## config.mk

```make
export PLATFORM = sky130hd
export DESIGN_NAME = cts_cell
export DESIGN_NICKNAME = d
export VERILOG_FILES = /design/src/cts_pkg.sv /design/src/cts_cell.sv
export SDC_FILE = /design/constraint.sdc
export NUM_CORES = 1
export LEC_CHECK = 0
export ABC_CLOCK_PERIOD_IN_PS = 6250
export BUFFER_PORTS_ARGS = -buffer_cell sky130_fd_sc_hd__buf_2
export CAP_MARGIN = 10
export CORE_ASPECT_RATIO = 0.6
export CORE_MARGIN = 2
export CORE_UTILIZATION = 60
export CTS_BUF_LIST = sky130_fd_sc_hd__clkbuf_4
export CTS_CLUSTER_SIZE = 14
export DETAILED_ROUTE_END_ITERATION = 12
export HOLD_SLACK_MARGIN = 0.03
export PLACE_DENSITY = 0.95
export SLEW_MARGIN = 5
export SYNTH_ARGS = -nofsm -noshare
export SYNTH_HDL_FRONTEND = slang
export SYNTH_SLANG_ARGS = --single-unit
```

## constraint.sdc

```tcl
create_clock -name i_clk -period 6.25 [get_ports i_clk]
set_input_delay 0.3125 -clock i_clk [delete_from_list [all_inputs] [get_ports i_clk]]
set_output_delay 0.3125 -clock i_clk [all_outputs]
set_load 0.03 [all_outputs]
```

## src/cts_pkg.sv

```systemverilog
package cts_pkg;

    // field widths
    localparam int CMD_W  = 2;
    localparam int TAG_W  = 16;
    localparam int MS_W   = 32;
    localparam int TICK_W = 29;
    localparam int PEND_W = 8;
    localparam int IDX_W  = 8;
    localparam int ST_W   = 3;
    localparam int SLOT_W = 4;
    localparam int CNT_W  = 4;

    // results per dispatch
    localparam int MAX_RESULTS = 8;

    // pending run saturation
    localparam logic [PEND_W-1:0] PEND_MAX = 8'hFF;

    // ms to 10 ms ticks: x / 10 == (x * 0xCCCCCCCD) >> 35 for any 32-bit x
    localparam logic [MS_W-1:0] DIV10_MAGIC = 32'hCCCCCCCD;
    localparam int              DIV10_SHIFT = 35;

    // commands
    localparam logic [CMD_W-1:0] CMD_TICK     = 2'd0;
    localparam logic [CMD_W-1:0] CMD_DISPATCH = 2'd1;
    localparam logic [CMD_W-1:0] CMD_ADD      = 2'd2;
    localparam logic [CMD_W-1:0] CMD_DELETE   = 2'd3;

    // result status codes
    localparam logic [ST_W-1:0] ST_OK       = 3'd0;
    localparam logic [ST_W-1:0] ST_FULL     = 3'd1;
    localparam logic [ST_W-1:0] ST_EMPTY    = 3'd2;
    localparam logic [ST_W-1:0] ST_NONE_DUE = 3'd3;
    localparam logic [ST_W-1:0] ST_RANGE    = 3'd4;

    // command token walking down the cell chain
    typedef struct packed {
        logic              valid;
        logic [CMD_W-1:0]  cmd;
        logic [TAG_W-1:0]  tag;
        logic [TICK_W-1:0] delay;
        logic [TICK_W-1:0] period;
        logic [IDX_W-1:0]  idx;
        logic              found;
        logic [SLOT_W-1:0] slot;
        logic [ST_W-1:0]   status;
        logic [CNT_W-1:0]  cnt;
    } t_tok;

    // dispatch hit raised by a cell
    typedef struct packed {
        logic              hit;
        logic [SLOT_W-1:0] slot;
        logic [TAG_W-1:0]  tag;
    } t_hit;

endpackage

```

## src/cts_cell.sv

```systemverilog
module cts_cell #(
    parameter int IDX = 0
) (
    input  logic          i_clk,
    input  logic          i_rst_n,
    input  logic          i_go,
    input  cts_pkg::t_tok i_tok,
    output cts_pkg::t_tok o_tok,
    output cts_pkg::t_hit o_hit
);

    localparam logic [cts_pkg::SLOT_W-1:0] MY_SLOT = cts_pkg::SLOT_W'(IDX);
    localparam logic [cts_pkg::IDX_W-1:0]  MY_IDX  = cts_pkg::IDX_W'(IDX);

    cts_pkg::t_tok r_tok;

    logic                       r_valid,   n_valid;
    logic [cts_pkg::TAG_W-1:0]  r_tag,     n_tag;
    logic [cts_pkg::TICK_W-1:0] r_delay,   n_delay;
    logic [cts_pkg::TICK_W-1:0] r_period,  n_period;
    logic [cts_pkg::PEND_W-1:0] r_pending, n_pending;

    // slot update for the token sitting in this cell
    always_comb begin
        o_tok     = r_tok;
        o_hit     = '0;
        n_valid   = r_valid;
        n_tag     = r_tag;
        n_delay   = r_delay;
        n_period  = r_period;
        n_pending = r_pending;
        if (r_tok.valid) begin
            case (r_tok.cmd)
                cts_pkg::CMD_TICK: begin
                    if (r_valid) begin
                        if (r_delay == '0) begin
                            if (r_pending != cts_pkg::PEND_MAX) begin
                                n_pending = r_pending + 1'b1;
                            end
                            if (r_period != '0) begin
                                n_delay = r_period;
                            end
                        end else begin
                            n_delay = r_delay - 1'b1;
                        end
                    end
                end
                cts_pkg::CMD_DISPATCH: begin
                    if (r_pending != '0 &&
                        r_tok.cnt < cts_pkg::CNT_W'(cts_pkg::MAX_RESULTS)) begin
                        o_hit.hit  = 1'b1;
                        o_hit.slot = MY_SLOT;
                        o_hit.tag  = r_tag;
                        o_tok.cnt  = r_tok.cnt + 1'b1;
                        n_pending  = r_pending - 1'b1;
                        // one-shot slot is freed after its run
                        if (r_period == '0) begin
                            n_valid   = 1'b0;
                            n_tag     = '0;
                            n_delay   = '0;
                            n_pending = '0;
                        end
                    end
                end
                cts_pkg::CMD_ADD: begin
                    if (!r_valid && !r_tok.found) begin
                        n_valid     = 1'b1;
                        n_tag       = r_tok.tag;
                        n_delay     = r_tok.delay;
                        n_period    = r_tok.period;
                        n_pending   = '0;
                        o_tok.found = 1'b1;
                        o_tok.slot  = MY_SLOT;
                    end
                end
                cts_pkg::CMD_DELETE: begin
                    if (r_tok.idx == MY_IDX) begin
                        o_tok.status = r_valid ? cts_pkg::ST_OK : cts_pkg::ST_EMPTY;
                        n_valid      = 1'b0;
                        n_tag        = '0;
                        n_delay      = '0;
                        n_period     = '0;
                        n_pending    = '0;
                    end
                end
                default: begin
                    o_tok = r_tok;
                end
            endcase
        end
    end

    // token register and slot state
    always_ff @(posedge i_clk) begin
        if (!i_rst_n) begin
            r_tok     <= '0;
            r_valid   <= 1'b0;
            r_tag     <= '0;
            r_delay   <= '0;
            r_period  <= '0;
            r_pending <= '0;
        end else if (i_go) begin
            r_tok <= i_tok;
            if (r_tok.valid) begin
                r_valid   <= n_valid;
                r_tag     <= n_tag;
                r_delay   <= n_delay;
                r_period  <= n_period;
                r_pending <= n_pending;
            end
        end
    end

endmodule

```

==> flow_metrics.env <==
export IMPL_drtPass1Iterations=6
export IMPL_rsz0062_at_grt="no"
export IMPL_drt_iter0_markers=977
export IMPL_dp_cells=1259
export IMPL_crit_arrival_ns=4.26
export IMPL_antenna_found_initial=0
export IMPL_drv_slew=0
export IMPL_r2r_slack_ns=2.46
export IMPL_nNetsFinal=1282
export IMPL_synth_top_cell_area_share_pct=41.3
export IMPL_synth_edf_count=0
export IMPL_tritoncts="done"
export IMPL_layout_common_cells="212 x buf_2, 180 x dfxtp_1, 158 x nor2_1"
export IMPL_vias=8224
export IMPL_clock_fmax_mhz=264
export IMPL_cts_resized=0
export IMPL_async_reset_ff_share_pct=0
export IMPL_cts_root_buf="clkbuf_4"
export IMPL_ys_seq_elements=180
export IMPL_post_dp_hpwl_um=14900
export IMPL_grt_pass1_vias=7758
export IMPL_clk_pin_slew_ns=0.15
export IMPL_cts_buffers=17
export IMPL_synth_area_sq_um=8720
export IMPL_layout_cells_non_filler=1387
export IMPL_hold_ws_ns=0.262
export IMPL_finalSetupViolCount=0
export IMPL_antenna_cells=0
export IMPL_die_w_um=160
export IMPL_grt_max_degree=88
export IMPL_crit_type="register to register"
export IMPL_syn_inst=997
export IMPL_clock_sinks=180
export IMPL_place_area_sq_um=9170
export IMPL_cts_max_level=4
export IMPL_syn_area_per_cell_sq_um=8.74
export IMPL_worstHoldPathType="input port to register"
export IMPL_cts_buffer_depth=2
export IMPL_yosysWarnings=0
export IMPL_clock_latency_ns=0.59
export IMPL_layout_min_cycle_time_ns=3.79
export IMPL_final_common_cell="buf_2"
export IMPL_postLayoutCoreUtil_pct=73.0
export IMPL_die_y_um=97.4
export IMPL_start_kind="register"
export IMPL_irDropWorstVdd_v=0.000133
export IMPL_setup_worst_path_end_class="register"
export IMPL_p_per_area_nw_per_um2=223
export IMPL_skew_ns=0.0341
export IMPL_wl_per_cell_um=18.0
export IMPL_setup_tns_final_ns=0
export IMPL_maxCapViolCount=0
export IMPL_max_slew_margin_pct=20.8
export IMPL_r2r_start="r_delay[24]$_SDFFE_PN0P_"
export IMPL_critPathMaxFanout=26
export IMPL_n_fill_cell=1027
export IMPL_vias_per_cell=5.93
export IMPL_hold_viol_final=0
export IMPL_start_util_pct=60.8
export IMPL_ant_nets=0
export IMPL_core_area_sq_um=14300
export IMPL_crit_path_start="r_delay[24]$_SDFFE_PN0P_"
export IMPL_drc_errors=0
export IMPL_synth_cell_types=64
export IMPL_required_ns=6.72
export IMPL_ys_flop_type="dfxtp_1"
export IMPL_rows=34
export IMPL_area_growth_pct=20.1
export IMPL_wl_um=24900
export IMPL_synthTopCellsByArea="dfxtp_1 41%, mux2i_1 11%, buf_4 7.8%"
export IMPL_grt_first_pass_wirelength_um=40300
export IMPL_leakage_nw=4.82
export IMPL_outcome="complete, no violations"
export IMPL_cp_endpoint="r_delay[2]$_SDFFE_PN0P_"
export IMPL_tightest_slew_ns=1.19
export IMPL_gr_total_overflow=0
export IMPL_dieArea_sq_um=15500
export IMPL_track_usage_pct=31.8
export IMPL_ctsHoldBuffers=97
export IMPL_layout_drive_gt1_share_pct=23.6
export IMPL_reg2reg_depth=6
export IMPL_final_area_sq_um=10500
export IMPL_synth_seq_area_share_pct=41.3
export IMPL_io_buffers=213
export IMPL_rr_endpoint="r_delay[2]$_SDFFE_PN0P_"
export IMPL_cts_setup_buffers=0
export IMPL_place_congestion=0.961
export IMPL_yosys_area_top_type="dfxtp_1"
export IMPL_io_pins=218
export IMPL_finalCritPeriodShare_pct=60.7
[cell families after synthesis]
logic type	Yosys count	synth area share (%)
mux	99	11.4
fa+ha+maj	5	0.718
other cells	1	0.0430
buf+inv	170	11.4
compound gates	199	16.9
flops	180	41.3
simple gates	340	17.9
xor+xnor	3	0.302
[sequential cells by signal, summed over array words and instances (netlist names)]
name       count
r_pending      8
r_tok         97
r_tag         16
r_period      29
r_delay       29
r_valid        1
[cells in the mapped netlist, types with 3 or more instances]
master / n
buf_4: 90
a31o_1: 9
o32ai_1: 4
a31o_2: 13
o41ai_1: 4
dfxtp_1: 180
nand3_1: 9
or3_1: 11
or4_1: 4
and2_1: 20
o21ai_0: 28
clkbuf_1: 56
nand2b_1: 3
or2_2: 5
nor3_1: 21
ha_1: 5
a21oi_1: 15
inv_1: 10
o211ai_1: 4
nor2b_1: 4
a22oi_1: 54
nor4_1: 21
mux2i_1: 98
a221o_1: 10
buf_1: 8
nand2_1: 64
a221oi_1: 4
nor2_1: 160
nand4_1: 5
a31oi_1: 23
a211oi_1: 5
o31ai_1: 8
buf_2: 4
[final cells by class]
| class | count | area (sq um) | share of cell area, % |
|---|---|---|---|
| tap | 198 | 248 | 2.37 |
| inverter | 10 | 40.0 | 0.382 |
| sequential | 180 | 3600 | 34.4 |
| multi-input combinational | 650 | 4150 | 39.6 |
| timing repair buffer | 318 | 2100 | 20.1 |
| clock inverter | 14 | 199 | 1.90 |
| clock buffer | 17 | 128 | 1.22 |
[worst max-delay path, cell delays in order (launching register included)]
cell and delay (ns):
dfxtp_1 0.40, or4_1 0.64, nor4_1 0.34, and4_1 0.30
nand3_1 0.72, and2_1 0.86, a32o_1 0.42
[per-layer routing]
metal / global-route usage, % / up-vias / wire, um
met5: 0 / - / 0
met4: 10.3 / 0 / 602
met3: 6.49 / 78 / 2270
met2: 52.2 / 476 / 11600
met1: 42.3 / 3831 / 10400
li1: - / 3839 / -
[report_power, final]
group | internal [mW] | switching, mW | leakage, nW
clock network | 0.321 | 0.427 | 0.168
logic | 0.143 | 0.218 | 3.18
registers | 1.19 | 0.0381 | 1.47
total | 1.65 | 0.683 | 4.82
[stage by stage]
step	setup WS [ns]	power, mW
floorplan	3.63	1.49
global placement	2.72	1.54
detailed placement	2.64	1.55
CTS	2.59	2.32
global route	2.22	2.41
finish	2.46	2.33
[how the worst min path moves through the flow]
stage / startpoint / end / slack, ns / cells after the start
floorplan: r_delay[6]$_SDFFE_PN0P_ / r_delay[6]$_SDFFE_PN0P_ / 0.45 / 2
global placement: r_delay[6]$_SDFFE_PN0P_ / r_delay[6]$_SDFFE_PN0P_ / 0.46 / 2
detailed placement: r_delay[6]$_SDFFE_PN0P_ / r_delay[6]$_SDFFE_PN0P_ / 0.47 / 2
CTS: i_go / r_tok[20]$_SDFFE_PN0P_ / 0.27 / 3
global route: i_go / r_tok[18]$_SDFFE_PN0P_ / 0.30 / 3
finish: i_go / r_tok[10]$_SDFFE_PN0P_ / 0.26 / 3
(Power assumes the default switching activity.)
